===== config.mk =====
export PLATFORM = sky130hd
export DESIGN_NAME = gamepad_button_autorepeat
export DESIGN_NICKNAME = d
export VERILOG_FILES = /design/src/hw/rtl/gbar_pkg.sv /design/src/hw/rtl/gbar_ctrl.sv /design/src/hw/rtl/gbar_dp.sv /design/src/hw/rtl/gamepad_button_autorepeat.sv
export SDC_FILE = /design/constraint.sdc
export NUM_CORES = 2
export LEC_CHECK = 0
export ABC_CLOCK_PERIOD_IN_PS = 14600
export BUFFER_PORTS_ARGS = -buffer_cell sky130_fd_sc_hd__buf_2
export CAP_MARGIN = 20
export CORE_ASPECT_RATIO = 0.75
export CORE_UTILIZATION = 68
export DETAILED_ROUTE_END_ITERATION = 6
export HOLD_SLACK_MARGIN = 0.15
export PLACE_DENSITY = 0.86
export SLEW_MARGIN = 20
export SYNTH_ARGS = -nofsm -noshare
export SYNTH_HDL_FRONTEND = slang
export SYNTH_HIERARCHICAL = 1
export SYNTH_SLANG_ARGS = --single-unit

===== constraint.sdc =====
create_clock -name clk -period 14.6 [get_ports clk]
set_input_delay 0.73 -clock clk [delete_from_list [all_inputs] [get_ports clk]]
set_output_delay 0.73 -clock clk [all_outputs]
set_load 0.02 [all_outputs]

===== src/hw/rtl/gbar_pkg.sv =====
// Shared types, constants and timing tables for the gamepad button autorepeat block.
`timescale 1ns / 1ps
package gbar_pkg;

    localparam int BUTTON_COUNT_DEF = 20;
    localparam int MASK_W           = 20;
    localparam int AXIS_W           = 16;
    localparam int RAW_W            = 16;
    localparam int TIME_W           = 32;
    localparam int SPAN_W           = 10;
    localparam int CFG_IDX_W        = 3;
    localparam int CFG_DATA_W       = 16;
    localparam int DIR_COUNT        = 4;

    localparam logic [AXIS_W-1:0] HAT_UP    = 16'd0;
    localparam logic [AXIS_W-1:0] HAT_RIGHT = 16'd9000;
    localparam logic [AXIS_W-1:0] HAT_DOWN  = 16'd18000;
    localparam logic [AXIS_W-1:0] HAT_LEFT  = 16'd27000;

    localparam int DIV3_SHIFT = 17;
    localparam logic [16:0] DIV3_RECIP = 17'd43691;

    localparam logic [AXIS_W-1:0] X_MIN_RST = 16'd0;
    localparam logic [AXIS_W-1:0] X_MAX_RST = 16'hFFFF;
    localparam logic [AXIS_W-1:0] Y_MIN_RST = 16'd0;
    localparam logic [AXIS_W-1:0] Y_MAX_RST = 16'hFFFF;
    localparam logic [1:0]        DELAY_RST = 2'd1;
    localparam logic [4:0]        SPEED_RST = 5'd2;

    typedef enum logic [CFG_IDX_W-1:0] {
        REG_X_MIN,
        REG_X_MAX,
        REG_Y_MIN,
        REG_Y_MAX,
        REG_HAS_HAT,
        REG_DELAY,
        REG_SPEED
    } gbar_cfg_reg_t;

    typedef enum logic [2:0] {
        ST_IDLE,
        ST_THX,
        ST_THY,
        ST_PRESS,
        ST_WALK,
        ST_OUT
    } gbar_state_t;

    typedef struct packed {
        logic load;
        logic thr_x;
        logic thr_y;
        logic press;
        logic walk;
        logic emit;
    } gbar_cmd_t;

    typedef struct packed {
        logic last;
    } gbar_sts_t;

    function automatic logic [SPAN_W-1:0] first_delay(input logic [1:0] code);
        logic [SPAN_W-1:0] span;
        case (code)
            2'd0:    span = 10'd250;
            2'd1:    span = 10'd500;
            2'd2:    span = 10'd750;
            2'd3:    span = 10'd1000;
            default: span = 10'd1000;
        endcase
        return span;
    endfunction

    // 1000 / (code + 2), truncated
    function automatic logic [SPAN_W-1:0] repeat_period(input logic [4:0] code);
        logic [SPAN_W-1:0] span;
        case (code)
            5'd0:    span = 10'd500;
            5'd1:    span = 10'd333;
            5'd2:    span = 10'd250;
            5'd3:    span = 10'd200;
            5'd4:    span = 10'd166;
            5'd5:    span = 10'd142;
            5'd6:    span = 10'd125;
            5'd7:    span = 10'd111;
            5'd8:    span = 10'd100;
            5'd9:    span = 10'd90;
            5'd10:   span = 10'd83;
            5'd11:   span = 10'd76;
            5'd12:   span = 10'd71;
            5'd13:   span = 10'd66;
            5'd14:   span = 10'd62;
            5'd15:   span = 10'd58;
            5'd16:   span = 10'd55;
            5'd17:   span = 10'd52;
            5'd18:   span = 10'd50;
            5'd19:   span = 10'd47;
            5'd20:   span = 10'd45;
            5'd21:   span = 10'd43;
            5'd22:   span = 10'd41;
            5'd23:   span = 10'd40;
            5'd24:   span = 10'd38;
            5'd25:   span = 10'd37;
            5'd26:   span = 10'd35;
            5'd27:   span = 10'd34;
            5'd28:   span = 10'd33;
            5'd29:   span = 10'd32;
            5'd30:   span = 10'd31;
            5'd31:   span = 10'd30;
            default: span = 10'd30;
        endcase
        return span;
    endfunction

endpackage


===== src/hw/rtl/gbar_ctrl.sv =====
// Sequencer for the autorepeat block: sample capture, threshold setup, button walk, result beat.
`timescale 1ns / 1ps
module gbar_ctrl (
    input  logic                clk,
    input  logic                rst_n,
    input  logic                sample_valid,
    output logic                sample_stall,
    output logic                result_valid,
    input  logic                result_stall,
    input  gbar_pkg::gbar_sts_t sts,
    output gbar_pkg::gbar_cmd_t cmd
);
    import gbar_pkg::*;

    gbar_state_t state_reg;
    gbar_state_t state_next;
    logic        out_valid_reg;
    logic        out_valid_next;

    always_ff @(posedge clk or negedge rst_n)
    begin
        if (!rst_n)
        begin
            state_reg     <= ST_IDLE;
            out_valid_reg <= 1'b0;
        end
        else
        begin
            state_reg     <= state_next;
            out_valid_reg <= out_valid_next;
        end
    end

    always_comb
    begin
        state_next = state_reg;
        cmd        = '0;
        case (state_reg)
            ST_IDLE:
            begin
                if (sample_valid)
                begin
                    cmd.load   = 1'b1;
                    state_next = ST_THX;
                end
            end
            ST_THX:
            begin
                cmd.thr_x  = 1'b1;
                state_next = ST_THY;
            end
            ST_THY:
            begin
                cmd.thr_y  = 1'b1;
                state_next = ST_PRESS;
            end
            ST_PRESS:
            begin
                cmd.press  = 1'b1;
                state_next = ST_WALK;
            end
            ST_WALK:
            begin
                cmd.walk = 1'b1;
                if (sts.last)
                begin
                    state_next = ST_OUT;
                end
            end
            ST_OUT:
            begin
                if (!out_valid_reg || !result_stall)
                begin
                    cmd.emit   = 1'b1;
                    state_next = ST_IDLE;
                end
            end
            default:
            begin
                state_next = ST_IDLE;
            end
        endcase
    end

    always_comb
    begin
        if (cmd.emit)
        begin
            out_valid_next = 1'b1;
        end
        else if (out_valid_reg && !result_stall)
        begin
            out_valid_next = 1'b0;
        end
        else
        begin
            out_valid_next = out_valid_reg;
        end
    end

    assign sample_stall = (state_reg != ST_IDLE);
    assign result_valid = out_valid_reg;

endmodule


===== src/hw/rtl/gbar_dp.sv =====
// Datapath for the autorepeat block: config registers, thresholds, button state memory, masks.
`timescale 1ns / 1ps
module gbar_dp #(
    parameter int BUTTON_COUNT = gbar_pkg::BUTTON_COUNT_DEF
) (
    input  logic                                clk,
    input  logic                                rst_n,
    input  logic                                cfg_we,
    input  logic [gbar_pkg::CFG_IDX_W-1:0]      cfg_index,
    input  logic [gbar_pkg::CFG_DATA_W-1:0]     cfg_data,
    input  logic [gbar_pkg::AXIS_W-1:0]         x_pos,
    input  logic [gbar_pkg::AXIS_W-1:0]         y_pos,
    input  logic [gbar_pkg::AXIS_W-1:0]         hat_angle,
    input  logic [gbar_pkg::RAW_W-1:0]          raw_buttons,
    input  logic [gbar_pkg::TIME_W-1:0]         now_ms,
    input  gbar_pkg::gbar_cmd_t                 cmd,
    output gbar_pkg::gbar_sts_t                 sts,
    output logic [gbar_pkg::MASK_W-1:0]         fire_mask,
    output logic [gbar_pkg::MASK_W-1:0]         held_mask
);
    import gbar_pkg::*;

    localparam int CW     = $clog2(BUTTON_COUNT);
    localparam int WORD_W = TIME_W + 1;

    logic [AXIS_W-1:0] x_min_reg;
    logic [AXIS_W-1:0] x_max_reg;
    logic [AXIS_W-1:0] y_min_reg;
    logic [AXIS_W-1:0] y_max_reg;
    logic              has_hat_reg;
    logic [1:0]        delay_reg;
    logic [4:0]        speed_reg;

    logic [AXIS_W-1:0] x_pos_reg;
    logic [AXIS_W-1:0] y_pos_reg;
    logic [AXIS_W-1:0] hat_reg;
    logic [RAW_W-1:0]  raw_reg;
    logic [TIME_W-1:0] now_reg;

    logic signed [16:0] dx;
    logic signed [16:0] dy;
    logic signed [16:0] d_sel;
    logic [AXIS_W-1:0]  mag;
    logic [32:0]        prod;
    logic [AXIS_W-1:0]  quot;
    logic signed [16:0] sq;
    logic signed [16:0] sq_x_reg;
    logic signed [16:0] sq_y_reg;

    logic signed [17:0] lo_x;
    logic signed [17:0] hi_x;
    logic signed [17:0] lo_y;
    logic signed [17:0] hi_y;
    logic [BUTTON_COUNT-1:0]       press_vec;
    logic [RAW_W+BUTTON_COUNT-1:0] raw_ext;

    logic [BUTTON_COUNT-1:0] press_reg;
    logic [BUTTON_COUNT-1:0] held_reg;
    logic [BUTTON_COUNT-1:0] fire_reg;
    logic [CW-1:0]           idx_reg;

    logic [WORD_W-1:0] button_mem_reg [BUTTON_COUNT];
    logic [WORD_W-1:0] rd_data_reg;
    logic              rd_en;
    logic [CW-1:0]     rd_addr;

    logic              cur_press;
    logic              cur_held;
    logic [SPAN_W-1:0] span;
    logic [TIME_W-1:0] elapsed;
    logic              wr_en;
    logic [WORD_W-1:0] wr_data;

    logic [MASK_W+BUTTON_COUNT-1:0] fire_ext;
    logic [MASK_W+BUTTON_COUNT-1:0] held_ext;
    logic [MASK_W-1:0]              fire_mask_reg;
    logic [MASK_W-1:0]              held_mask_reg;

    always_ff @(posedge clk or negedge rst_n)
    begin
        if (!rst_n)
        begin
            x_min_reg   <= X_MIN_RST;
            x_max_reg   <= X_MAX_RST;
            y_min_reg   <= Y_MIN_RST;
            y_max_reg   <= Y_MAX_RST;
            has_hat_reg <= 1'b0;
            delay_reg   <= DELAY_RST;
            speed_reg   <= SPEED_RST;
        end
        else if (cfg_we)
        begin
            case (gbar_cfg_reg_t'(cfg_index))
                REG_X_MIN:   x_min_reg   <= cfg_data;
                REG_X_MAX:   x_max_reg   <= cfg_data;
                REG_Y_MIN:   y_min_reg   <= cfg_data;
                REG_Y_MAX:   y_max_reg   <= cfg_data;
                REG_HAS_HAT: has_hat_reg <= cfg_data[0];
                REG_DELAY:   delay_reg   <= cfg_data[1:0];
                REG_SPEED:   speed_reg   <= cfg_data[4:0];
                default:     ;
            endcase
        end
    end

    always_ff @(posedge clk)
    begin
        if (cmd.load)
        begin
            x_pos_reg <= x_pos;
            y_pos_reg <= y_pos;
            hat_reg   <= hat_angle;
            raw_reg   <= raw_buttons;
            now_reg   <= now_ms;
        end
    end

    // span / 3 truncated toward zero, through one shared reciprocal multiply
    assign dx    = $signed({1'b0, x_max_reg}) - $signed({1'b0, x_min_reg});
    assign dy    = $signed({1'b0, y_max_reg}) - $signed({1'b0, y_min_reg});
    assign d_sel = cmd.thr_y ? dy : dx;
    assign mag   = d_sel[16] ? AXIS_W'(-d_sel) : d_sel[AXIS_W-1:0];
    assign prod  = 33'(mag) * 33'(DIV3_RECIP);
    assign quot  = prod[DIV3_SHIFT+AXIS_W-1:DIV3_SHIFT];
    assign sq    = d_sel[16] ? -$signed({1'b0, quot}) : $signed({1'b0, quot});

    always_ff @(posedge clk)
    begin
        if (cmd.thr_x)
        begin
            sq_x_reg <= sq;
        end
        if (cmd.thr_y)
        begin
            sq_y_reg <= sq;
        end
    end

    assign lo_x = $signed({2'b00, x_min_reg}) + $signed({sq_x_reg[16], sq_x_reg});
    assign hi_x = $signed({2'b00, x_max_reg}) - $signed({sq_x_reg[16], sq_x_reg});
    assign lo_y = $signed({2'b00, y_min_reg}) + $signed({sq_y_reg[16], sq_y_reg});
    assign hi_y = $signed({2'b00, y_max_reg}) - $signed({sq_y_reg[16], sq_y_reg});
    assign raw_ext = {{BUTTON_COUNT{1'b0}}, raw_reg};

    always_comb
    begin
        press_vec    = '0;
        press_vec[0] = ($signed({2'b00, y_pos_reg}) < lo_y)
                       || (has_hat_reg && (hat_reg == HAT_UP));
        press_vec[1] = ($signed({2'b00, y_pos_reg}) > hi_y)
                       || (has_hat_reg && (hat_reg == HAT_DOWN));
        press_vec[2] = ($signed({2'b00, x_pos_reg}) < lo_x)
                       || (has_hat_reg && (hat_reg == HAT_LEFT));
        press_vec[3] = ($signed({2'b00, x_pos_reg}) > hi_x)
                       || (has_hat_reg && (hat_reg == HAT_RIGHT));
        for (int j = DIR_COUNT; j < BUTTON_COUNT; j++)
        begin
            press_vec[j] = raw_ext[j-DIR_COUNT];
        end
    end

    always_ff @(posedge clk)
    begin
        if (cmd.press)
        begin
            press_reg <= press_vec;
        end
    end

    assign sts.last = (idx_reg == CW'(BUTTON_COUNT - 1));
    assign rd_en    = cmd.press || (cmd.walk && !sts.last);
    assign rd_addr  = cmd.press ? '0 : idx_reg + CW'(1);

    assign cur_press = press_reg[idx_reg];
    assign cur_held  = held_reg[idx_reg];
    assign span      = rd_data_reg[TIME_W] ? repeat_period(speed_reg) : first_delay(delay_reg);
    assign elapsed   = now_reg - rd_data_reg[TIME_W-1:0];
    assign wr_en     = cmd.walk && cur_press
                       && (!cur_held || (elapsed >= TIME_W'(span)));
    assign wr_data   = {cur_held, now_reg};

    always_ff @(posedge clk)
    begin
        if (wr_en)
        begin
            button_mem_reg[idx_reg] <= wr_data;
        end
        if (rd_en)
        begin
            rd_data_reg <= button_mem_reg[rd_addr];
        end
    end

    always_ff @(posedge clk or negedge rst_n)
    begin
        if (!rst_n)
        begin
            held_reg <= '0;
        end
        else if (cmd.walk)
        begin
            held_reg[idx_reg] <= cur_press;
        end
    end

    always_ff @(posedge clk)
    begin
        if (cmd.press)
        begin
            idx_reg  <= '0;
            fire_reg <= '0;
        end
        else if (cmd.walk)
        begin
            idx_reg           <= idx_reg + CW'(1);
            fire_reg[idx_reg] <= wr_en;
        end
    end

    assign fire_ext = {{MASK_W{1'b0}}, fire_reg};
    assign held_ext = {{MASK_W{1'b0}}, held_reg};

    always_ff @(posedge clk)
    begin
        if (cmd.emit)
        begin
            fire_mask_reg <= fire_ext[MASK_W-1:0];
            held_mask_reg <= held_ext[MASK_W-1:0];
        end
    end

    assign fire_mask = fire_mask_reg;
    assign held_mask = held_mask_reg;

endmodule


===== src/hw/rtl/gamepad_button_autorepeat.sv =====
// Top level of the gamepad button autorepeat block.
//
// One sample beat (axes, hat angle, raw buttons, millisecond tick) yields one
// result beat with the fire and held masks of all virtual buttons: up, down,
// left, right, then the raw buttons.
// Sample channel: sample_valid / sample_stall; stall is high while a sample
// is in work. Result channel: result_valid / result_stall, from an output
// register, so a new sample is taken while the previous result still waits.
// Config channel: cfg_valid / cfg_ready, ready always high; write only while
// no sample is in work. Unknown indexes are ignored.
// Steps from accept to result: the X and then the Y threshold through the
// shared divide-by-3 multiplier, the press decode, a walk over the buttons
// in index order that reads the per-button timestamp memory with its single
// read port, and the load of the result register. The next sample is taken
// in the cycle after that load at the earliest, so a new sample is never
// accepted while the previous one is still in work.
// A stalled receiver holds the result and holds the sequencer at its end.
// Reset clears the held flags and restores the config defaults. Timestamps
// are written at each new press and repeat fire, and used only while held.
`timescale 1ns / 1ps
module gamepad_button_autorepeat #(
    parameter int BUTTON_COUNT = gbar_pkg::BUTTON_COUNT_DEF
) (
    input  logic                            clk,
    input  logic                            rst_n,
    input  logic                            cfg_valid,
    output logic                            cfg_ready,
    input  logic [gbar_pkg::CFG_IDX_W-1:0]  cfg_index,
    input  logic [gbar_pkg::CFG_DATA_W-1:0] cfg_data,
    input  logic                            sample_valid,
    output logic                            sample_stall,
    input  logic [gbar_pkg::AXIS_W-1:0]     x_pos,
    input  logic [gbar_pkg::AXIS_W-1:0]     y_pos,
    input  logic [gbar_pkg::AXIS_W-1:0]     hat_angle,
    input  logic [gbar_pkg::RAW_W-1:0]      raw_buttons,
    input  logic [gbar_pkg::TIME_W-1:0]     now_ms,
    output logic                            result_valid,
    input  logic                            result_stall,
    output logic [gbar_pkg::MASK_W-1:0]     fire_mask,
    output logic [gbar_pkg::MASK_W-1:0]     held_mask
);
    import gbar_pkg::*;

    gbar_cmd_t cmd;
    gbar_sts_t sts;
    logic      cfg_we;

    assign cfg_ready = 1'b1;
    assign cfg_we    = cfg_valid && cfg_ready;

    gbar_ctrl u_ctrl (
        .clk          (clk),
        .rst_n        (rst_n),
        .sample_valid (sample_valid),
        .sample_stall (sample_stall),
        .result_valid (result_valid),
        .result_stall (result_stall),
        .sts          (sts),
        .cmd          (cmd)
    );

    gbar_dp #(
        .BUTTON_COUNT (BUTTON_COUNT)
    ) u_dp (
        .clk         (clk),
        .rst_n       (rst_n),
        .cfg_we      (cfg_we),
        .cfg_index   (cfg_index),
        .cfg_data    (cfg_data),
        .x_pos       (x_pos),
        .y_pos       (y_pos),
        .hat_angle   (hat_angle),
        .raw_buttons (raw_buttons),
        .now_ms      (now_ms),
        .cmd         (cmd),
        .sts         (sts),
        .fire_mask   (fire_mask),
        .held_mask   (held_mask)
    );

endmodule


# Word-level counts from Yosys, hierarchy flattened
# Memory sizes are Yosys's and may differ from the RTL's. A register that Yosys moved wholly into a read port is not among the register bits.
# Index checks and enable logic that the tools add are counted.
[totals]
regBits = 311
ram_bits = 660
mem_bits_ro = 288
inputBits = 120
out_inout_bits = 43
wordCells = 127
memories = 2
[classes]
add_sub_neg = 10
multipliers = 1
order_cmp = 7
eq_ne = 21
muxes = 30
reduce_logical = 34
[memory_table]
columns = ["memory", "words", "width", "rd", "rd_ports_with_merged_regs", "write_ports", "line_no", "rtl"]
rows = [
  ["u_dp.button_mem_reg", 20, 33, 1, 1, 1, "gbar_dp.sv:62", "logic [WORD_W-1:0] button_mem_reg [BUTTON_COUNT];"],
  ["(no name shown)", 32, 9, 1, 0, 0, "gbar_pkg.sv:77", "case (code)"],
]
[op_table]
columns = ["cell", "n"]
rows = [
  ["bitwise mux 20 bit", 2],
  ["case mux 10 bit (4 select lines)", 1],
  ["adder 17 x 17 -> 18 bit", 2],
  ["> comparator 17 x 18 -> 1 bit", 2],
  ["< comparator 17 x 18 -> 1 bit", 2],
  ["subtractor 17 x 17 -> 18 bit", 2],
  ["two-way mux 17 bit", 2],
  ["subtractor 16 x 16 -> 17 bit", 2],
  ["== test 16 x 15 -> 1 bit (second input constant)", 2],
  [">= comparator 32 x 10 -> 1 bit", 1],
  ["multiplier 16 x 16 -> 32 bit (second input constant)", 1],
  ["subtractor 32 bit", 1],
  ["case mux 3 bit (6 select lines)", 1],
  ["negator 15 -> 17 bit", 1],
  ["== test 16 x 14 -> 1 bit (second input constant)", 1],
  ["zero test 16 bit", 1],
  ["two-way mux 16 bit", 1],
  ["negator 16 bit", 1],
  ["== test 3 bit (second input constant)", 5],
  ["two-way mux 1 bit", 15],
  ["AND reduction 2 bit", 7],
  ["== test 3 x 2 -> 1 bit (second input constant)", 4],
  ["binary-select mux 1 bit (select 5 bit)", 2],
  ["two-way mux 10 bit", 1],
  ["other kinds (20)", 43],
]

# Logic depth before layout (Yosys ltp)
[depth]
depth_word = 8
mapped_depth = 37
depth_no_buf = 36

# Hierarchy
# Netlist, hierarchy kept.
[modules_own_cells]
columns = ["mod", "n_inst", "cells_each", "area_per_inst_um2", "seq_area_each_um2"]
rows = [
  ["gbar_dp", 1, 3874, 51378.0, 29360.7],
  ["gbar_ctrl", 1, 26, 222.7, 100.1],
  ["gamepad_button_autorepeat", 1, 2, 11.3, 0.0],
]

# Worst setup path before layout
# No wires, ideal clock.
[synth_path]
path_type = "register -> register"
from = "register u_dp.y_max_reg[0]"
to = "register u_dp.sq_x_reg[15], data pin"
setup_ns = 0.258
arrival_ns = 8.730
t_required_ns = 14.342
setup_slack_ns = 5.612
stages_incl_launch_ff = 35
path_buffers = 2
period_less_slack_ns = 8.988
path_cell_list = "dfstp_2 > inv_1 > ha_1 > fa_1 > nand2b_1 > a21oi_1 > o211a_4 > a2111oi_4 > a21oi_1 > clkbuf_1 > clkbuf_1 > nor2_1 > xnor2_1 > ha_1 > inv_1 > fa_1 > fa_1 > inv_1 > fa_1 > fa_1 > inv_1 > fa_1 > inv_1 > ha_1 > a21oi_1 > o21bai_1 > a21oi_1 > nand2_1 > nor2_1 > or4b_1 > and4_1 > nand4b_1 > or2_0 > or4_1 > o21a_1"
[synth_between]
elab_chain_len = 7
[synth_lines]
columns = ["element", "line_no", "rtl"]
rows = [
  ["from (decl)", "gbar_dp.sv:29", "logic [AXIS_W-1:0] y_max_reg;"],
  ["from (signal assigned)", "gbar_dp.sv:97", "REG_Y_MAX: y_max_reg <= cfg_data;"],
  ["subtractor 16 x 16 -> 17 bit (*)", "gbar_dp.sv:120", "assign dy = $signed({1'b0, y_max_reg}) - $signed({1'b0, y_min_reg});"],
  ["two-way mux 17 bit (*)", "gbar_dp.sv:121", "assign d_sel = cmd.thr_y ? dy : dx;"],
  ["negator 16 bit", "gbar_dp.sv:122", "assign mag = d_sel[16] ? AXIS_W'(-d_sel) : d_sel[AXIS_W-1:0];"],
  ["two-way mux 16 bit", "gbar_dp.sv:122", ""],
  ["multiplier 16 x 16 -> 32 bit", "gbar_dp.sv:123", "assign prod = 33'(mag) * 33'(DIV3_RECIP);"],
  ["negator 15 -> 17 bit", "gbar_dp.sv:125", "assign sq = d_sel[16] ? -$signed({1'b0, quot}) : $signed({1'b0, quot});"],
  ["two-way mux 17 bit (*)", "gbar_dp.sv:125", ""],
  ["net u_dp.sq[15]", "gbar_dp.sv:46", "logic signed [16:0] sq;"],
  ["to (signal assigned)", "gbar_dp.sv:131", "sq_x_reg <= sq;"],
  ["to (decl)", "gbar_dp.sv:47", "logic signed [16:0] sq_x_reg;"],
]
# Mark *: on every way through the listed nets, which the timed path passes. The rest lies on a longest branch.
# A chain may end at the register's enable or synchronous reset.

# Worst setup path in the final report
[layout_path]
from = "register u_dp.x_max_reg[0]"
to = "register u_dp.sq_y_reg[14], data pin"
[layout_between]
elab_chain_len = 7
[layout_lines]
columns = ["element", "line_no", "rtl"]
rows = [
  ["from (decl)", "gbar_dp.sv:27", "logic [AXIS_W-1:0] x_max_reg;"],
  ["from (signal assigned)", "gbar_dp.sv:95", "REG_X_MAX: x_max_reg <= cfg_data;"],
  ["subtractor 16 x 16 -> 17 bit (*)", "gbar_dp.sv:119", "assign dx = $signed({1'b0, x_max_reg}) - $signed({1'b0, x_min_reg});"],
  ["two-way mux 17 bit (*)", "gbar_dp.sv:121", ""],
  ["negator 16 bit", "gbar_dp.sv:122", ""],
  ["two-way mux 16 bit", "gbar_dp.sv:122", ""],
  ["multiplier 16 x 16 -> 32 bit", "gbar_dp.sv:123", ""],
  ["negator 15 -> 17 bit", "gbar_dp.sv:125", ""],
  ["two-way mux 17 bit (*)", "gbar_dp.sv:125", ""],
  ["net u_dp.sq[14]", "gbar_dp.sv:46", ""],
  ["to (signal assigned)", "gbar_dp.sv:135", "sq_y_reg <= sq;"],
  ["to (decl)", "gbar_dp.sv:48", "logic signed [16:0] sq_y_reg;"],
]
# Marks and branches as above.

==> impl_metrics.toml <==
[floorplanning]
start_util = 0.687
die_w_um = 320
pin_count = 163
die_area_mm2 = 0.0770
fp-row-count = 87
core_mm2 = 0.0751
die_h_um = 241

[drt]
drc = 0
ant_nets = 0
drt_iter0_drc = 5225
via_count = 35039
drtPass1Iterations = 6
wl_per_cell_um = 27.0
drt-total-wl_um = 138000
viasPerCell = 6.84

[global_route]
grt_first_pass_wirelength_um = 207000
antenna_found_initial = 4
grt_use_total = 0.361
grt_start_max_net_pins = 131
grt_pass1_vias = 33783
gr-total-overflow = 0

[critical_path]
crit_fanout = 5
crit_path_top_delay_cell = "o31ai_1"
cpLargestDelayFamily = "adder cells"
worst_path_largest_cell_delay_ns = 0.61
endpoint_kind = "register"
worstPathRequired_ns = 15.01
crit_buf_inv = 6
worstPathArrival_ns = 10.86
criticalPathCategory = "register to register"
start_kind = "register"
cp_common_cell = "inv_1"

[timing]
fmax_mhz = 95.7
rsz0062_at_grt = "no"
slew_violations = 0
fin_crit_ns = 10.45
skew_ns = 0.0267
max_slew_margin = 0.188
fin_tns_setup_ns = 0
setup_violations = 0
fin_crit_sh = 0.716
hold_slack_ns = 0.219
final_hold_viol_count = 0
worstMarginPinSlew_ns = 1.22

[place]
gp_congestion = 0.974
place_hpwl_um = 89600
port_buffers = 161
dp_cells = 4948

[layout]
fin_cells = 5123
fin_nets = 4615
layout-drive-gt1-share = 0.159
num-fill-cells = 4414
largest_register_ffs = 660
syn_to_final_growth_pct = 10.2
antenna_cells = 0

[clock_network]
cts-buffers-inserted = 93
path_clk_slew_ns = 0.07
clock_sinks = 1004
insertion_delay_ns = 0.69
root_buffer = "clkbuf_16"
ctsHtreeMaxLevel = 3
tritoncts = "built"
clockBufferDepth = 3

[synthesis]
syn_nets = 4451
async_flop_share = 0.0956
synth_top_cell_by_area = "edfxtp_1"
synth_top_cells_by_count = "edfxtp_1, ha_1, inv_1, o21ai_0, nand2_1"
yosys.area.top_type_share = 0.514
synth_ff_type = "edfxtp_1"
synth_seq_cells = 1004
yosysWarnings = 6
syn_inst = 3902
syn-cell-area_mm2 = 0.0516
synth-edff-count = 883
synth.distinct_cells = 85
yosysMostFrequentCell = "edfxtp_1"
avgSynthCellArea_um2 = 13.2
synthTopCellsByArea = "edfxtp_1, ha_1, mux4_2"
yosysSeqAreaShare = 0.571

[run]
max-cap-violations = 0

[run_status]
status = "complete, no violations"

[hold_path]
hp-class = "input port to register"
-- cell type report --
cell class	count	area, um2	area share
flip-flops and latches	1004	29500	0.518
clock buffers	116	2510	0.0441
repair buffers	223	1310	0.0231
inverters	332	1250	0.0219
multi-input cells	2412	20500	0.361
well taps	979	1220	0.0215
clock inverters	57	611	0.0107
-- path summary, 6_finish.rpt --
check,startpoint,to,slack (ns),cells after the start
worst max-delay path,u_dp/x_max_reg[0],u_dp/sq_y_reg[14],4.15,35
worst min-delay path,now_ms[9],u_dp/now_reg[9],0.22,1
worst max register to register,u_dp/x_max_reg[0],u_dp/sq_y_reg[14],4.15,35
worst min register to register,u_dp/raw_reg[4],u_dp/press_reg[8],0.42,0
max in group asynchronous,rst_n,u_dp/y_min_reg[7],12.80,3
min in group asynchronous,rst_n,u_ctrl/state_reg[1],0.54,2
-- logic make-up after synthesis --
family                     after synthesis  synth area share
AOI/OAI and AO/OA                      899             0.113
xor gates and xnor gates               143            0.0243
adders and majority gates              429             0.116
buffers and inverters                  486            0.0356
DFF                                   1004             0.571
muxes                                  225            0.0722
other                                    1         0.0000727
and+or+nand+nor                        715            0.0673
-- per-layer routing --
layer	part of all wire	track usage
met1	0.40	0.543
met2	0.43	0.521
met3	0.14	0.0999
met4	0.029	0.101
met5	0.00026	0
-- worst register-to-register path, delay by kind of cell, from the launching register on --
kind                     cells  cell delay (ns)
adder cells (fa/ha/maj)     10             3.98
AO/OA/AOI/OAI                7             2.17
AND/OR/NAND/NOR              9             1.99
XOR/XNOR                     3             1.04
flip-flops                   1             0.52
buffers and inverters        6             0.52
-- what timing repair did --
action / 4_1_cts / 5_1_grt
hold buffers: 1 / 0
setup buffers: 0 / 0
endpoints found under the setup margin: 0 / 0
endpoints found under the hold margin: 27 / 0
gates resized for setup: 0 / 0
-- through the flow --
step / setup slack, ns / cell area (um2) / utilization
4_1_cts: 4.18 / 56900 / 0.757
6_report: 4.15 / 56900 / 0.758
3_5_place_dp: 4.24 / 53700 / 0.716
5_1_grt: 3.81 / 56900 / 0.758
3_3_place_gp: 4.45 / 53700 / 0.715
2_1_floorplan: 5.61 / 51600 / -
-- cells in the final DEF, fill, tap and decap left out, types with 80 or more instances in the layout --
master | netlist | routed
nor2_1 | 112 | 103
inv_1 | 331 | 331
a21oi_1 | 143 | 141
mux4_2 | 110 | 110
nand2_1 | 252 | 252
ha_1 | 344 | 344
fa_1 | 85 | 85
o21ai_0 | 284 | 282
edfxtp_1 | 883 | 883
clkbuf_16 | 0 | 96
buf_2 | 3 | 160
mux2_2 | 80 | 80
xnor2_1 | 91 | 91
Power is not shown: default switching activity piles up to over one toggle a cycle in this logic, so the estimate is an artifact.
